===== config.mk =====
export PLATFORM = sky130hd
export DESIGN_NAME = permutation_unrank_lehmer_flat
export DESIGN_NICKNAME = d
export VERILOG_FILES = /design/src/hw/rtl/pul_pkg.sv /design/src/hw/rtl/pul_rank_if.sv /design/src/hw/rtl/pul_elem_if.sv /design/src/hw/rtl/permutation_unrank_lehmer.sv /design/src/flat_wrapper.sv
export SDC_FILE = /design/constraint.sdc
export NUM_CORES = 1
export LEC_CHECK = 0
export ABC_CLOCK_PERIOD_IN_PS = 14400
export BUFFER_PORTS_ARGS = -buffer_cell sky130_fd_sc_hd__buf_2
export CORE_MARGIN = 2
export CORE_UTILIZATION = 58
export CTS_BUF_LIST = sky130_fd_sc_hd__clkbuf_8
export DETAILED_ROUTE_END_ITERATION = 8
export MAX_ROUTING_LAYER = met4
export PLACE_DENSITY = 0.87
export SYNTH_ARGS = -nofsm -noshare
export SYNTH_HDL_FRONTEND = slang
export SYNTH_SLANG_ARGS = --single-unit

===== constraint.sdc =====
create_clock -name clk -period 14.4 [get_ports clk]
set_input_delay 1.44 -clock clk [delete_from_list [all_inputs] [get_ports clk]]
set_output_delay 1.44 -clock clk [all_outputs]
set_load 0.02 [all_outputs]

===== src/hw/rtl/pul_pkg.sv =====
// ----------------------------------------------------------------------------
// pul_pkg
// Types, constants, the factorial table and the control store of the
// permutation unranking block.
// ----------------------------------------------------------------------------
package pul_pkg;

  localparam int MAX_SIZE = 12;
  localparam int RANK_W   = 29;
  localparam int SIZE_W   = 4;
  localparam int POS_W    = 4;
  localparam int ELEM_W   = 4;

  typedef logic [RANK_W-1:0] rank_t;
  typedef logic [SIZE_W-1:0] size_t;
  typedef logic [POS_W-1:0]  pos_t;
  typedef logic [ELEM_W-1:0] elem_t;
  typedef logic [MAX_SIZE:0] vmask_t;

  typedef enum logic [2:0] {
    S_IDLE,
    S_CHECK,
    S_SUB,
    S_EMIT,
    S_ERR
  } step_t;

  typedef enum logic [2:0] {
    ACT_NONE,
    ACT_LOAD,
    ACT_SUB,
    ACT_EMIT,
    ACT_ERR
  } act_t;

  typedef enum logic [1:0] {
    C_ALWAYS,
    C_ACCEPT,
    C_GE,
    C_LAST
  } cond_t;

  typedef struct packed {
    act_t  act;
    cond_t cond;
    logic  wait_slot;
    step_t on_true;
    step_t on_false;
  } ctrl_word_t;

  function automatic rank_t fact(input size_t idx);
    rank_t f;
    case (idx)
      4'd0:    f = 29'd1;
      4'd1:    f = 29'd1;
      4'd2:    f = 29'd2;
      4'd3:    f = 29'd6;
      4'd4:    f = 29'd24;
      4'd5:    f = 29'd120;
      4'd6:    f = 29'd720;
      4'd7:    f = 29'd5040;
      4'd8:    f = 29'd40320;
      4'd9:    f = 29'd362880;
      4'd10:   f = 29'd3628800;
      4'd11:   f = 29'd39916800;
      4'd12:   f = 29'd479001600;
      default: f = 29'd479001600;
    endcase
    return f;
  endfunction

  // Control store: one word per step.
  function automatic ctrl_word_t ucode(input step_t s);
    ctrl_word_t w;
    case (s)
      S_IDLE:  w = '{act: ACT_LOAD, cond: C_ACCEPT, wait_slot: 1'b0,
                     on_true: S_CHECK, on_false: S_IDLE};
      S_CHECK: w = '{act: ACT_NONE, cond: C_GE, wait_slot: 1'b0,
                     on_true: S_ERR, on_false: S_SUB};
      S_SUB:   w = '{act: ACT_SUB, cond: C_GE, wait_slot: 1'b0,
                     on_true: S_SUB, on_false: S_EMIT};
      S_EMIT:  w = '{act: ACT_EMIT, cond: C_LAST, wait_slot: 1'b1,
                     on_true: S_IDLE, on_false: S_SUB};
      S_ERR:   w = '{act: ACT_ERR, cond: C_ALWAYS, wait_slot: 1'b1,
                     on_true: S_IDLE, on_false: S_IDLE};
      default: w = '{act: ACT_NONE, cond: C_ALWAYS, wait_slot: 1'b0,
                     on_true: S_IDLE, on_false: S_IDLE};
    endcase
    return w;
  endfunction

endpackage


===== src/hw/rtl/pul_rank_if.sv =====
// ----------------------------------------------------------------------------
// pul_rank_if
// Input channel: one rank per word.
// ----------------------------------------------------------------------------
interface pul_rank_if;
  logic           valid;
  logic           ready;
  pul_pkg::rank_t rank;

  modport source (output valid, output rank, input ready);
  modport sink   (input valid, input rank, output ready);
endinterface


===== src/hw/rtl/pul_elem_if.sv =====
// ----------------------------------------------------------------------------
// pul_elem_if
// Result channel: one permutation element per word.
// ----------------------------------------------------------------------------
interface pul_elem_if;
  logic           valid;
  logic           ready;
  pul_pkg::pos_t  position;
  pul_pkg::elem_t element;
  logic           last;
  logic           rank_error;

  modport source (output valid, output position, output element, output last,
                  output rank_error, input ready);
  modport sink   (input valid, input position, input element, input last,
                  input rank_error, output ready);
endinterface


===== src/hw/rtl/permutation_unrank_lehmer.sv =====
// ----------------------------------------------------------------------------
// permutation_unrank_lehmer
// Ranks of n! or more give a single error word in place of a permutation.
// One rank is in work at a time: the input is not ready again until the last
// word of the rank is registered, and words wait while the output register
// is full. A single subtract-and-compare unit peels off factorials one per
// cycle. Reset is synchronous and active low; it idles the sequencer, empties
// the output register and sets n to 12.
// ----------------------------------------------------------------------------
module permutation_unrank_lehmer (
  input  logic               clk,
  input  logic               rst_n,
  input  logic               cfg_we,
  input  pul_pkg::size_t     cfg_wdata,
  pul_rank_if.sink           in_rank,
  pul_elem_if.source         out_elem
);

  pul_pkg::step_t      pc_r, pc_nxt;
  pul_pkg::size_t      size_r;
  pul_pkg::rank_t      r_r, r_nxt;
  pul_pkg::size_t      k_r, k_nxt;
  pul_pkg::elem_t      p_r, p_nxt;
  pul_pkg::vmask_t     used_r, used_nxt;
  logic                out_valid_r, out_valid_nxt;
  pul_pkg::pos_t       out_pos_r, out_pos_nxt;
  pul_pkg::elem_t      out_elem_r, out_elem_nxt;
  logic                out_last_r, out_last_nxt;
  logic                out_err_r, out_err_nxt;

  pul_pkg::ctrl_word_t cw;
  logic                slot_free;
  logic                stall;
  logic                in_fire;
  logic                is_last;
  logic                r_ge;
  logic                cond_true;
  pul_pkg::size_t      fidx;
  pul_pkg::rank_t      f_val;
  pul_pkg::vmask_t     valid_mask;
  pul_pkg::vmask_t     free_vec;
  pul_pkg::vmask_t     used_emit;

  function automatic pul_pkg::elem_t next_free(input pul_pkg::vmask_t free,
                                               input pul_pkg::elem_t after);
    pul_pkg::elem_t res;
    res = '0;
    for (int v = pul_pkg::MAX_SIZE; v >= 1; v--) begin
      if (free[v] && (pul_pkg::elem_t'(v) > after)) begin
        res = pul_pkg::elem_t'(v);
      end
    end
    return res;
  endfunction

  assign cw        = pul_pkg::ucode(pc_r);
  assign slot_free = !out_valid_r || out_elem.ready;
  assign stall     = cw.wait_slot && !slot_free;
  assign in_rank.ready = (cw.act == pul_pkg::ACT_LOAD);
  assign in_fire   = in_rank.valid && in_rank.ready;
  assign is_last   = (k_r == size_r - 4'd1);
  assign fidx      = (pc_r == pul_pkg::S_CHECK) ? size_r : (size_r - 4'd1 - k_r);
  assign f_val     = pul_pkg::fact(fidx);
  assign r_ge      = (r_r >= f_val);

  always_comb begin
    for (int v = 0; v <= pul_pkg::MAX_SIZE; v++) begin
      valid_mask[v] = (v >= 1) && (pul_pkg::size_t'(v) <= size_r);
    end
  end

  assign free_vec  = ~used_r & valid_mask;
  assign used_emit = used_r | (pul_pkg::vmask_t'(1) << p_r);

  always_comb begin
    case (cw.cond)
      pul_pkg::C_ALWAYS: cond_true = 1'b1;
      pul_pkg::C_ACCEPT: cond_true = in_fire;
      pul_pkg::C_GE:     cond_true = r_ge;
      pul_pkg::C_LAST:   cond_true = is_last;
      default:           cond_true = 1'b0;
    endcase
  end

  always_comb begin
    if (stall) begin
      pc_nxt = pc_r;
    end else if (cond_true) begin
      pc_nxt = cw.on_true;
    end else begin
      pc_nxt = cw.on_false;
    end
  end

  always_comb begin
    r_nxt         = r_r;
    k_nxt         = k_r;
    p_nxt         = p_r;
    used_nxt      = used_r;
    out_valid_nxt = out_valid_r && !out_elem.ready;
    out_pos_nxt   = out_pos_r;
    out_elem_nxt  = out_elem_r;
    out_last_nxt  = out_last_r;
    out_err_nxt   = out_err_r;
    case (cw.act)
      pul_pkg::ACT_LOAD: begin
        if (in_fire) begin
          r_nxt    = in_rank.rank;
          k_nxt    = '0;
          p_nxt    = pul_pkg::elem_t'(1);
          used_nxt = '0;
        end
      end
      pul_pkg::ACT_SUB: begin
        if (r_ge) begin
          r_nxt = r_r - f_val;
          p_nxt = next_free(free_vec, p_r);
        end
      end
      pul_pkg::ACT_EMIT: begin
        if (!stall) begin
          out_valid_nxt = 1'b1;
          out_pos_nxt   = k_r;
          out_elem_nxt  = p_r;
          out_last_nxt  = is_last;
          out_err_nxt   = 1'b0;
          used_nxt      = used_emit;
          k_nxt         = k_r + 4'd1;
          p_nxt         = next_free(~used_emit & valid_mask, '0);
        end
      end
      pul_pkg::ACT_ERR: begin
        if (!stall) begin
          out_valid_nxt = 1'b1;
          out_pos_nxt   = '0;
          out_elem_nxt  = '0;
          out_last_nxt  = 1'b1;
          out_err_nxt   = 1'b1;
        end
      end
      default: begin
      end
    endcase
  end

  always_ff @(posedge clk) begin
    if (!rst_n) begin
      pc_r        <= pul_pkg::S_IDLE;
      out_valid_r <= 1'b0;
      size_r      <= pul_pkg::size_t'(pul_pkg::MAX_SIZE);
    end else begin
      pc_r        <= pc_nxt;
      out_valid_r <= out_valid_nxt;
      if (cfg_we) begin
        if (cfg_wdata == '0) begin
          size_r <= pul_pkg::size_t'(1);
        end else if (cfg_wdata > pul_pkg::size_t'(pul_pkg::MAX_SIZE)) begin
          size_r <= pul_pkg::size_t'(pul_pkg::MAX_SIZE);
        end else begin
          size_r <= cfg_wdata;
        end
      end
    end
  end

  always_ff @(posedge clk) begin
    r_r        <= r_nxt;
    k_r        <= k_nxt;
    p_r        <= p_nxt;
    used_r     <= used_nxt;
    out_pos_r  <= out_pos_nxt;
    out_elem_r <= out_elem_nxt;
    out_last_r <= out_last_nxt;
    out_err_r  <= out_err_nxt;
  end

  assign out_elem.valid      = out_valid_r;
  assign out_elem.position   = out_pos_r;
  assign out_elem.element    = out_elem_r;
  assign out_elem.last       = out_last_r;
  assign out_elem.rank_error = out_err_r;

  a_fire_to_check: assert property (@(posedge clk) disable iff (!rst_n)
    in_fire |=> (pc_r == pul_pkg::S_CHECK))
    else $error("accepted rank did not enter the range check");

  a_pick_free: assert property (@(posedge clk) disable iff (!rst_n)
    (pc_r == pul_pkg::S_EMIT) |-> free_vec[p_r])
    else $error("selected element is already used or out of range");

  a_digit_in_range: assert property (@(posedge clk) disable iff (!rst_n)
    (pc_r == pul_pkg::S_SUB) |-> (k_r < size_r))
    else $error("digit index ran past the permutation size");

  a_err_word: assert property (@(posedge clk) disable iff (!rst_n)
    (out_valid_r && out_err_r) |-> (out_last_r && (out_elem_r == '0)))
    else $error("error word is not a single terminal word");

endmodule


===== src/flat_wrapper.sv =====
// flat-port wrapper written by rule: the top's interface ports become plain ports
module permutation_unrank_lehmer_flat 
  (clk, rst_n, cfg_we, cfg_wdata, in_rank_valid, in_rank_rank, in_rank_ready, out_elem_valid, out_elem_position, out_elem_element, out_elem_last, out_elem_rank_error, out_elem_ready);
  pul_rank_if in_rank_i ();
  pul_elem_if out_elem_i ();
  input  logic clk;
  input  logic rst_n;
  input  logic cfg_we;
  input  pul_pkg::size_t cfg_wdata;
  input wire logic [$bits(in_rank_i.valid)-1:0] in_rank_valid;
  input wire logic [$bits(in_rank_i.rank)-1:0] in_rank_rank;
  output wire logic [$bits(in_rank_i.ready)-1:0] in_rank_ready;
  output wire logic [$bits(out_elem_i.valid)-1:0] out_elem_valid;
  output wire logic [$bits(out_elem_i.position)-1:0] out_elem_position;
  output wire logic [$bits(out_elem_i.element)-1:0] out_elem_element;
  output wire logic [$bits(out_elem_i.last)-1:0] out_elem_last;
  output wire logic [$bits(out_elem_i.rank_error)-1:0] out_elem_rank_error;
  input wire logic [$bits(out_elem_i.ready)-1:0] out_elem_ready;
  assign in_rank_i.valid = in_rank_valid;
  assign in_rank_i.rank = in_rank_rank;
  assign in_rank_ready = in_rank_i.ready;
  assign out_elem_valid = out_elem_i.valid;
  assign out_elem_position = out_elem_i.position;
  assign out_elem_element = out_elem_i.element;
  assign out_elem_last = out_elem_i.last;
  assign out_elem_rank_error = out_elem_i.rank_error;
  assign out_elem_i.ready = out_elem_ready;
  permutation_unrank_lehmer u_core (.clk(clk), .rst_n(rst_n), .cfg_we(cfg_we), .cfg_wdata(cfg_wdata), .in_rank(in_rank_i), .out_elem(out_elem_i));
endmodule

* Yosys cells after proc, flatten, opt, wreduce, memory -nomap -nowiden
Memory sizes are Yosys's and may differ from the RTL's. Index checks and enable logic that the tools add are counted.
Storage, ports and cells: bits in registers 68, bits in read-only memories 448, input port bits 38, output and inout bits 12, word-level logic and storage cells 150, memories kept 1
Operators by class: add/subtract/negate cells 4, magnitude comparators 26, eq/ne operators 16, shifts and indexed selects 1, multiplexer cells 55, bitwise logic cells 5, reduce and logical (&&, ||, !) cells 31
Memory list:
- (no name shown) | depth 16, bits a word 28, read ports 1, clocked after memory_dff 0, wr ports 0, RTL line pul_pkg.sv:53 | case (idx)
Operators by type and width (number):
- 4-bit 2-to-1 mux | 35
- 12-bit case mux with 5 select lines | 1
- 29-bit 2-to-1 mux | 2
- 29-bit case mux with 2 select lines | 1
- 29-bit >= comparator | 1
- 29-bit subtractor | 1
- 13-bit AND | 2
- 13-bit 2-to-1 mux | 2
- 13-bit NOT | 2
- 13-bit case mux with 2 select lines | 1
- 4-bit case mux with 2 select lines | 3
- 4-bit > comparator (first input constant) | 5
- 4-bit <= comparator (first input constant) | 5
- 3-bit by 4-bit > comparator with 1-bit output (first input constant) | 4
- 3-bit by 4-bit <= comparator with 1-bit output (first input constant) | 4
- 1-bit logical AND | 15
- 13-bit OR | 1
- 1-bit by 4-bit << shifter with 13-bit output (first input constant) | 1
- 3-bit by 2-bit == test with 1-bit output (second input constant) | 4
- 4-bit case mux with 3 select lines | 1
- 3-bit AND reduction | 3
- 2-bit by 4-bit > comparator with 1-bit output (first input constant) | 2
- 2-bit by 4-bit <= comparator with 1-bit output (first input constant) | 2
- 3-bit by 1-bit == test with 1-bit output (second input constant) | 2
- other kinds (25) | 38

* Logic depth before layout (Yosys ltp)
Gate-level depths: netlist of run 1.
depth after elaboration 18, mapped depth 23, depth with buffers taken out 22

* Worst setup path before layout of run 1
Ideal clock, no wire load.
kind flip-flop to flip-flop, from reg u_core.size_r[0], to reg u_core.r_r[0] (enable), setup time 0.572 ns, arrival 8.367 ns, setup slack 5.460 ns, stages on the path, launching flop included 21, path buffers 2, clock period less this slack 8.940 ns, path through dfxtp_1 inv_1 ha_1 inv_1 ha_1 a21o_1 a21oi_1 xor2_1 a21oi_1 clkbuf_1 nand2_1 ha_1 clkbuf_2 nand3_1 nor3_1 and3_1 and2_2 a221oi_4 o21ai_2 a211oi_2 a2111oi_0
Between the ends: word-level cells in the longest chain between the ends 7
Ends and longest elaborated chain:
- start, declared | RTL line permutation_unrank_lehmer.sv:20 | pul_pkg::size_t size_r;
- start signal, assigned | RTL line permutation_unrank_lehmer.sv:150 | size_r <= pul_pkg::size_t'(pul_pkg::MAX_SIZE);
- start signal, assigned | RTL line permutation_unrank_lehmer.sv:156 | size_r <= pul_pkg::size_t'(1);
- start signal, assigned | RTL line permutation_unrank_lehmer.sv:158 | size_r <= pul_pkg::size_t'(pul_pkg::MAX_SIZE);
- 4-bit by 1-bit subtractor with 4-bit output | RTL line permutation_unrank_lehmer.sv:62 | assign fidx = (pc_r == pul_pkg::S_CHECK) ? size_r : (size_r - 4'd1 - k_r);
- 4-bit subtractor | RTL line permutation_unrank_lehmer.sv:62
- 4-bit 2-to-1 mux * | RTL line permutation_unrank_lehmer.sv:62
- memory read 16 x 28 bit *
- 29-bit >= comparator * | RTL line permutation_unrank_lehmer.sv:64 | assign r_ge = (r_r >= f_val);
- 2-bit by 1-bit != test with 1-bit output (no source line) *
- 3-bit AND reduction (no source line) *
- end signal, assigned | RTL line permutation_unrank_lehmer.sv:167 | r_r <= r_nxt;
- end, declared | RTL line permutation_unrank_lehmer.sv:21 | pul_pkg::rank_t r_r, r_nxt;
Mark *: on every way between the ends. The rest lies on a longest branch, timed or not. A chain may end at the register's enable or synchronous reset.

* Final worst setup path of run 1
from reg u_core.size_r[0], to reg u_core.r_r[1] (enable)
The elaborated chain is that of the path after synthesis.

==> results by stage, run 1 <==
Run status:
- The flow ran to the end, and the final reports show no timing, DRC or antenna violations.

Global routing:
- The total overflow left after global routing is 0.
- Global routing consumed, over all layers together, 27.7% of the routing resources.
- The number of antenna violations at the first check in global routing is 0.
- The via count of the first global-routing pass was 4529.
- The first-pass GRT wire length is between 20000 and 25000 um.
- The pin count of the biggest net entering global routing is 62.

Floorplanning:
- The horizontal die dimension is a little under 100 um.
- The floorplan row count is 34.
- The die covers about 0.01 mm2.
- The floorplan die height is 99.2 um.
- During I/O placement, the number of pins put on the boundary was 50.
- The region available for standard cell placement spans 0.00876 mm2.
- Once the floorplan was initialized, standard cells occupied about three fifths of the core.

CTS:
- The CTS H-tree depth is 3.
- After clock tree synthesis, the flow added hold-fix buffers numbering 0.
- At the later pin of the worst-skew pair, clock insertion delay measures around 350 ps.
- The tree is rooted in a clkbuf_8.
- Once the clock tree was built, the resizer swapped 0 gates to a different size.
- Counting the buffers created by CTS gives 9.
- After clock tree synthesis, the clock-pin slew on the worst setup and hold paths is 70 ps.
- TritonCTS built the clock tree.
- The worst-case clock buffer depth is 2.
- The clock drives 67 sinks.
- Post-CTS timing repair inserted 0 buffers for setup.

Detailed routing:
- The routed layout has roughly 4800 vias.
- The mean routed wirelength per cell is 16.9 um.
- After detailed routing, the number of remaining DRC violations is 0.
- The number of violations reported at the end of detailed-routing iteration 0 is about 310.
- The count of nets left with antenna violations once routing finished came out at 0.
- The routed design has ~13000 um of wire.
- After detailed routing, the met2 layer carries between 6000 and 7000 um of wire.
- In the routed layout, each cell is associated on average with a via count of around 6.2.
- In this run the top signal layer used is met4.
- The wire length on met1 is 5520 um.
- The met3 wire length is slightly above 800 um.
- The first-pass detailed-route iteration total is 5.

Timing:
- The maximum clock skew at final layout is a little under 8 ps.
- Setup repair after global routing left no endpoint under its margin.
- Measured against its own limit, the worst slew margin works out to approximately 36%.
- The number of hold violations in the final report is 0.
- The number of slew-limit violations in the final report came to 0.
- Setup violations remaining at the end of the flow were counted as 0.
- The fraction of the cycle the final worst path needs is around two fifths.
- The sum of negative setup slack is 0 ps.
- The clock period minus final worst setup slack is around 5600 ps.
- At the pin with the least slew margin, the transition time is approximately 950 ps.
- Static timing analysis puts the maximum clock frequency at around 0.18 GHz.

Placed design:
- The count of buffers from port buffering is 49.
- The final weighted congestion in routability-driven placement is between 1 and 1.5.
- The half-perimeter wire length after placement is a little under 10000 um.
- The number of placed instances, taps included, is 756.

Final layout:
- The post-layout instance count excluding filler cells is ~770.
- The growth of design area from synthesis to finish is 9.42%.
- The top cell types in the final layout, fill and taps aside, are nand2_1 (84), o21ai_0 (63), edfxtp_1 (59).
- The diode insertion count for antenna repair is 0.
- The most common cell after layout, fill and taps aside is nand2_1.
- The total number of nets in the final design is 740.
- The share of post-route cells with drive strength above 1 is 11.9%.

Synthesis:
- The count of warnings emitted by yosys is 0.
- The number of enable-type register cells in the synthesized netlist is 59.
- Sequential elements use ~37% of the synthesized area.
- The synthesized net count is around 700.
- The count of state elements after synthesis is 67.
- The most frequently used flop master after synthesis is edfxtp_1.
- The mapped netlist covers roughly 0.0053 mm2.
- The post-synthesis async set-or-reset flop share is 0%.
- The count of mapped cells out of synthesis is approximately 620.
- The number of library cell types mapped by synthesis is 63.
- The synthesized area per cell is ~8.5 um2.

Worst setup path:
- The worst register-to-register path has a setup slack of 8790 ps.
- Measured in cells, the most critical reg-to-reg path has a length of 19.
- The largest fanout on the critical path is 16.
- Among all stages on the critical path, the largest delay is contributed by a21oi_1.
- The cell that appears most often on the critical path is ha_1.
- The signal on the critical path passes through inv_1 -> ha_1 -> inv_1 -> ha_1 -> a21o_1 -> a21oi_1 -> xor2_1 -> a21oi_1 -> nand2_1 -> ha_1 -> nand3_1 -> nor3_1 -> and3_1 -> and2_2 -> a221oi_4 -> o21ai_2 -> a211oi_2 -> a2111oi_2 -> buf_4.
- The category of the worst setup path capture point is a flip-flop.
- In this design, the stage delay of the slowest critical-path cell is roughly 570 ps.
- The critical path is of the flip-flop to flip-flop type.
- Data on the critical path is required at its endpoint by around 14000 ps.
- The worst register-to-register path ends at u_core.r_r[1].
- The kind of start point of the critical path is a flip-flop.
- Data arrives at the worst endpoint at 5650 ps.
- In this run the critical register-to-register path is launched from u_core.size_r[0].

Min path:
- The min-delay analysis places its worst path in the category flip-flop to flip-flop.
- The worst hold path terminates at u_core.used_r[12].
- The worst hold path begins at u_core.used_r[12].
- Counting instances, the worst hold path has a depth of 2.

Flow run:
- The number of max-cap violations is 0.
## cell type report
class	instances	area, um2
Fill cell	760	3010
Clock buffer	9	124
Multi-Input combinational cell	498	3120
Tap cell	108	135
Timing Repair Buffer	52	268
Clock inverter	7	60.1
Inverter	31	116
Sequential cell	67	1930
## logic make-up after synthesis
kind of cell | count (synthesis) | share of synthesized area (%)
DFF | 67 | 36.7
AOI/OAI and AO/OA | 194 | 22.9
xor gates and xnor gates | 28 | 4.66
buffers and inverters | 52 | 4.09
muxes | 4 | 0.785
and+or+nand+nor | 229 | 20.3
adders and majority gates | 43 | 10.5
## cell usage after synthesis (4+ instances only)
cell type / count / area [um2]
a31oi_1: 9 / 56.3
nor2_1: 56 / 210
nand2b_1: 15 / 93.8
nand2_1: 84 / 315
inv_1: 30 / 113
o22ai_1: 4 / 25.0
o31ai_1: 9 / 67.6
clkbuf_1: 17 / 63.8
a21oi_1: 55 / 275
xor2_1: 14 / 123
xnor2_1: 14 / 123
a21o_1: 7 / 52.6
o21a_1: 4 / 30.0
ha_1: 41 / 513
a21boi_0: 5 / 37.5
dfxtp_1: 8 / 160
and2_1: 10 / 62.6
o21ai_0: 63 / 315
nand3_1: 12 / 60.1
nor3_1: 15 / 75.1
and3_1: 11 / 68.8
nor2b_1: 7 / 43.8
or3_1: 5 / 31.3
edfxtp_1: 59 / 1770
a211oi_1: 6 / 45.0
o211ai_1: 6 / 45.0
## registers in the layout (all words and copies together) (netlist names)
signal	count
u_core.size_r	4
u_core.p_r	4
u_core.out_elem.last	1
u_core.out_elem.position	4
u_core.pc_r	3
u_core.r_r	29
u_core.out_elem.valid	1
u_core.k_r	4
u_core.out_elem.rank_error	1
u_core.out_elem.element	4
u_core.used_r	12
## layer usage
metal | track usage [%] | vias to the layer above
li1 | - | 2320
met1 | 34.1 | 2196
met2 | 46.0 | 202
met3 | 3.72 | 37
met4 | 11.8 | 0
met5 | - | -
## critical path, delay by kind of cell (launching register included)
kind | cells | cell delay (ps)
flops | 1 | 490
xor+xnor | 1 | 90
compound gates | 7 | 1690
fa+ha+maj | 3 | 1170
simple gates | 5 | 1360
buf+inv | 3 | 500
## worst max-delay path by stage
| stage | start | endpoint | depth (start not counted) |
|---|---|---|---|
| floorplan | u_core.size_r[0] | u_core.r_r[0] | 20 |
| global placement | u_core.size_r[0] | u_core.r_r[0] | 20 |
| detailed placement | u_core.size_r[0] | u_core.r_r[2] | 19 |
| CTS | u_core.size_r[0] | u_core.r_r[1] | 19 |
| global route | u_core.size_r[0] | u_core.r_r[28] | 19 |
| finish | u_core.size_r[0] | u_core.r_r[1] | 19 |
## per-stage QoR
step	util (%)	hold WS (ps)	setup slack (ps)	cell area, um2
final	65.7	583	8790	5760
after global routing	65.7	618	8300	5760
after CTS	65.7	576	8860	5760
after detailed placement	63.6	560	8950	5570
after global placement	63.6	548	9170	5570
after floorplan	-	520	5460	5260
Power of run 1 is not shown: default switching activity piles up to over one toggle a cycle in this logic, so the estimate is an artifact.
==> run 2, diff against run 1 <==
ABC_CLOCK_PERIOD_IN_PS = 5180   (was 14400)
clock period = 5.18 ns   (was 14.4 ns; I/O delays follow)
==> run 2 against run 1 <==
  * Register-to-register slack worse by 8500 ps
  * Fmax up 14%
  * Count of clock-buffer cells in the layout stayed put
  * Cell count grew 0.65%
  * Sequential share of layout area is 0.96 points lower
  * Global-route usage shrank 0.32 points
  * Worst hold slack got worse by 200 ps
  * Routed wire length shrank 1.5%
  * Critical path depth rose by 1
  * Design area increased by 3.0%
  * First-iteration DRC count fell by 21%
  * Via count up 1.3%
==> results by stage, run 2 (same netlist as run 1, synthesis figures left out) <==
Run status:
- The run finished with clean final reports.

Min path:
- The start point of the worst min-delay path is rst_n.
- The classification of the worst-slack hold path is input port to flip-flop.

Worst setup path:
- The largest fanout on the critical path is 29.
- In this run the critical register-to-register path is launched from u_core.size_r[0].
- The largest stage delay on the critical path is 420 ps.
- The worst setup path is captured at a flip-flop.
- The kind of start point of the critical path is a flip-flop.
- By startpoint and endpoint, the worst setup path is classified as flip-flop to flip-flop.
- The number of buffers and inverters on the critical path is 3.
- The arrival time of data at the critical path endpoint is approximately 5000 ps.
- The signal on the critical path passes through inv_1 -> ha_1 -> inv_1 -> ha_1 -> a21o_1 -> a21oi_1 -> xor2_1 -> a21oi_4 -> and2_2 -> nand2_1 -> ha_1 -> and3_1 -> nand4bb_1 -> or2_2 -> nor3_1 -> nand2_1 -> nor3_1 -> a211oi_4 -> a2111oi_4 -> buf_12.
- The start point of the critical path is u_core.size_r[0].
- The master of the slowest instance on the critical path is ha_1.
- The dominant delay contributor by cell family on the critical path is simple AND/OR/NAND/NOR gates.
- The most common cell type on the critical path is ha_1.
- STA puts the critical path data required time at roughly 5200 ps.

Detailed routing:
- The total DRC errors in the routed layout is 0.
- The first routing iteration left around 240 violations.
- The first-pass detailed-route iteration total is 5.
- Across all layers, the routed design uses 4817 vias.
- After detailed routing, the number of vias per cell comes to between 6 and 7.
- The count of nets left with antenna violations once routing finished came out at 0.
- Wires add up to about 13000 um.
- After detailed routing, the average wire length per cell comes to between 15 and 20 um.

Placed design:
- The count of buffers from port buffering is between 40 and 50.
- Routability-driven placement finished with a final weighted congestion of approximately 0.94.
- After legalization and detailed placement, the total HPWL measured 9700 um.

Timing:
- The smallest hold slack is slightly below 400 ps.
- The number of slew-limit violations in the final report is 0.
- The slew at the pin closest to its max-slew limit is roughly 940 ps.
- The total of endpoints with negative setup slack in the final report is 0.
- The number of hold violations in the final report is 0.
- The final critical path takes up about 95% of the cycle.
- The worst path in the final design needs a cycle of 4900 ps, including I/O delays and setup.
- The maximum clock skew at final layout is between 6 and 7 ps.
- In this run the tightest slew margin relative to its limit is a little under two fifths.
- Based on the critical path, the design can be clocked at up to around 0.2 GHz.

Flow run:
- Across the run, the number of max-cap violations was 0.

Global routing:
- After global routing the overflow that remains totals 0.
- The total routing resource utilization after global routing is 27.4%.
- The number of antenna violations at the first check in global routing is 0.
- The first-pass GRT wire length is approximately 21000 um.
- Entering global routing, the biggest net connects 62 pins.
- The via count of the first global-routing pass was ~4600.

Floorplanning:
- Pin placement for this block handled 50 I/O pins.
- For this configuration, the core starts out at a cell density of roughly 60%.
- The die covers around 0.0098 mm2.
- The floorplan row count is 34.
- The floorplan step set the die width to ~99 um.
- The core region is slightly below 0.009 mm2.
- The floorplan die height is ~99 um.

CTS:
- The clock latency on the worst-skew pair is ~360 ps.
- The CTS sink count is 67.
- After clock tree synthesis, the clock-pin slew on the worst setup and hold paths is around 80 ps.
- CTS built an H-tree with a depth of 3.
- The CTS tree is yes.
- Clock tree synthesis inserted a total of 9 buffers.
- The clock tree root driver cell is clkbuf_8.
- The number of buffers inserted to repair setup after CTS is 0.
- The worst-case clock buffer depth is 2.

Final layout:
- The growth of design area from synthesis to finish is 12.7%.
- The register with the most flip-flops in the final layout is u_core.r_r.
- In the final layout, the registers with the most flip-flops are u_core.r_r x29, u_core.used_r x12.
- The top cell types in the final layout, fill and taps aside, are nand2_1 (84), o21ai_0 (63), edfxtp_1 (59).
- Leaving out fill and tap cells, the most frequent cell in the layout is nand2_1.
- Cells with a size suffix above 1 make up roughly an eighth of the layout.
- The flip-flop count of the largest register after layout is 29.
- The filler cells instantiated in the layout total between 700 and 800.
- The diode insertion count for antenna repair is 0.
- The total number of nets in the final design is roughly 750.
run 2: path summary, 6_finish.rpt:
path,endpoint,slack (ps),depth (start not counted)
worst max-delay path,u_core.r_r[13],280,20
worst min-delay path,u_core.size_r[2],390,2
worst max register to register,u_core.r_r[13],280,20
worst min register to register,u_core.used_r[12],580,2
run 2: stage by stage:
step / setup TNS (ps) / utilization (%) / area, um2 / worst slack (ps) / instances
floorplan: 0 / - / 5290 / 2.03 / 617
global placement: 0 / 64.4 / 5640 / 292 / 761
detailed placement: 0 / 64.4 / 5640 / 139 / 761
CTS: 0 / 67.4 / 5900 / 99.7 / 777
global route: -354 / 67.6 / 5930 / -18.7 / 777
finish: 0 / 67.6 / 5930 / 277 / 777
run 2: metal layers:
metal | GRT usage (%) | vias up | wire, um
met4 | 11.9 | 0 | 417
met5 | - | - | 0
met3 | 4.15 | 43 | 830
li1 | - | 2336 | -
met1 | 33.3 | 2219 | 5410
met2 | 45.5 | 219 | 6210
run 2: area by class of cell:
class                      count  area [um2]  area share [%]
multi-input combinational    498        3160            53.3
sequential                    67        1930            32.6
timing repair buffer          57         318            5.36
clock inverter                 7         140            2.36
tap                          108         135            2.28
clock buffer                   9         124            2.09
inverter                      31         116            1.96
run 2: worst reg2reg max path, stage by stage (launching register included):
cell	delay (ps)
dfxtp_1	340
inv_1	60
ha_1	320
inv_1	50
ha_1	290
a21o_1	160
a21oi_1	160
xor2_1	120
a21oi_4	300
and2_2	280
nand2_1	120
ha_1	430
and3_1	220
nand4bb_1	150
or2_2	330
nor3_1	170
nand2_1	80
nor3_1	290
a211oi_4	120
a2111oi_4	370
buf_12	250
run 2: timing repair:
item | 4_1_cts | 5_1_grt
hold buffers | 0 | 0
endpoints found under the setup margin | 0 | 43
gates resized for setup | 0 | 5
Power of run 2 is left out for the same reason.
==> run 3, diff against run 2 <==
PLACE_DENSITY = 0.76   (was 0.87)
==> run 3 against run 2 <==
  * Worst hold slack gained 2.7 ps
  * Sequential share of layout area is 0.10 points higher
  * Clock skew is 6.5 ps higher
  * Critical path type unchanged
  * Highest routed layer unchanged
==> results by stage, run 3 (same netlist as run 1, synthesis figures left out) <==
CTS:
- For the worst-skew pair, the clock arrives at the later sink with an insertion delay of ~350 ps.
- CTS built an H-tree with a depth of 3.
- The clock passes through at most 2 buffers.
- In this run the post-CTS setup repair buffer count came out at 0.
- In this run the clock root is driven by a clkbuf_8.
- The clock-pin slew on the worst setup and hold paths is 90 ps.
- Buffers inserted during clock tree synthesis total 9.
- TritonCTS built the clock tree.
- Counting every sink on the clock net gives between 60 and 70.

Worst setup path:
- By startpoint and endpoint, the worst setup path is classified as flip-flop to flip-flop.
- STA classifies the critical path endpoint as a flip-flop.
- STA classifies the critical path startpoint as a flip-flop.
- Of all nets on the critical path, the largest fanout is 29.
- At the worst endpoint, the arrival time is between 4000 and 5000 ps.
- The path depth of the worst reg2reg path is 22.
- The data required time at the worst endpoint is 5230 ps.

Timing:
- The number of slew-limit violations in the final report is 0.
- The slew at the pin closest to its max-slew limit is 962 ps.
- Setup violations remaining at the end of the flow were counted as 0.
- The clock period minus final worst setup slack is ~4800 ps.
- The maximum clock skew at final layout is around 13 ps.
- The relative max-transition margin is between 30% and 40%.
- The fraction of the cycle the final worst path needs is between 90% and 100%.
- The number of hold violations in the final report is 0.
- Based on the critical path, the design can be clocked at up to 0.210 GHz.

Global routing:
- The number of antenna violations at the first check in global routing is 0.
- The pin count of the biggest net entering global routing is 62.
- Global routing used 27.2% of the available tracks across all layers.
- The global route total overflow is 0.
- The first global-routing pass estimated between 20000 and 25000 um of wire.
- The via count of the first global-routing pass is between 4000 and 5000.

Final layout:
- The register with the most flip-flops in the final layout is u_core.r_r.
- The diode insertion count for antenna repair is 0.
- Of the cells placed in the final design, the portion with a size suffix greater than 1 is roughly 14%.
- In the layout the commonest cells are nand2_1 (84), o21ai_0 (63), edfxtp_1 (59).
- Relative to the synthesized area, the layout overhead comes to 12.3%.
- The area used by sequential logic in the layout is 0.00193 mm2.
- The multi-input logic area is 0.00316 mm2.
- The count of filler cells inserted in the layout is 748.
- The largest registers in the layout are u_core.r_r x29, u_core.used_r x12.
- Measured on the finished design, the core utilization comes to around two thirds.
- After the last flow step, the layout net total stands at 745.
- The register with the most flip-flops in the layout has 29 of them.
- Leaving out fill and tap cells, the most frequent cell in the layout is nand2_1.

Detailed routing:
- The count of nets left with antenna violations once routing finished came out at 0.
- The number of violations reported at the end of detailed-routing iteration 0 is between 300 and 400.
- The first-pass detailed-route iteration total is 5.
- After detailed routing, the total wire length is between 10000 and 15000 um.
- In the routed design, unresolved DRC markers number 0.
- The mean routed wirelength per cell is 16.5 um.
- For this block, the via count after detailed routing is 4678.
- The via count normalized by instance count is 6.02.

Floorplanning:
- The horizontal die dimension is 99.2 um.
- The initial utilization of the core area, before any placement, comes to roughly three fifths.
- The area of the die is ~0.01 mm2.
- In this run the standard cell core region covers slightly below 0.009 mm2.
- The floorplan die height is 99.2 um.
- The floorplan row count is 34.
- The count of pins on the block boundary is 50.

Placed design:
- The congestion estimate from routability-driven global placement came to between 0.9 and 1.
- The half-perimeter wire length after placement is between 9000 and 10000 um.
- The count of buffers from port buffering is 49.

Min path:
- The worst hold path cell count is 2.
- The classification of the worst-slack hold path is input port to flip-flop.

Flow run:
- The number of max-cap violations is 0.

Run status:
- The run finished with clean final reports.
## run 3: final timing paths
check	start	slack, ps	to
setup / recovery	u_core.size_r[0]	410	u_core.r_r[0]
hold / removal	rst_n	390	u_core.size_r[2]
setup reg to reg	u_core.size_r[0]	410	u_core.r_r[0]
hold reg to reg	u_core.used_r[12]	580	u_core.used_r[12]
## run 3: per-stage QoR
stage                     setup WS (ps)  TNS, ps  cells  hold slack (ps)  area [um2]
final                               413        0    777              391        5910
after floorplan                    2.03        0    617              526        5290
after global routing              -24.7     -401    777              405        5910
after detailed placement            320        0    761              564        5640
after CTS                           289        0    777              388        5890
after global placement              462        0    761              550        5640
## run 3: final cells by class
cell class                      count  area share (%)
Sequential cell                    67            32.7
Clock buffer                        9            2.10
Timing Repair Buffer               57            5.38
Tap cell                          108            2.29
Inverter                           31            1.97
Multi-Input combinational cell    498            53.5
Clock inverter                      7            2.05
## run 3: what timing repair did
item / in CTS / in global routing
hold buffers: 0 / 0
endpoints found under the setup margin: 0 / 34
resized for setup: 0 / 6
## run 3: worst max-delay path: stages (launching register included)
cell	delay [ps]
dfxtp_1	350
inv_1	70
ha_1	310
inv_1	50
ha_1	280
a21o_1	160
a21oi_1	160
xor2_1	200
a21oi_2	110
nor2_2	220
inv_1	110
nor2_1	130
a21oi_1	60
ha_1	400
nand4_1	200
nor3_1	270
o31ai_1	160
nand2_1	170
a221oi_4	100
o21ai_2	200
a211oi_4	120
a2111oi_4	360
buf_12	250
## run 3: layer usage
layer,global-route usage [%],routed length (um),up-vias
met1,33.2,5680,2192
met4,9.59,247,0
met3,3.02,536,21
met5,-,0,-
li1,-,-,2335
met2,46.9,6390,130
Power of run 3 is left out for the same reason.
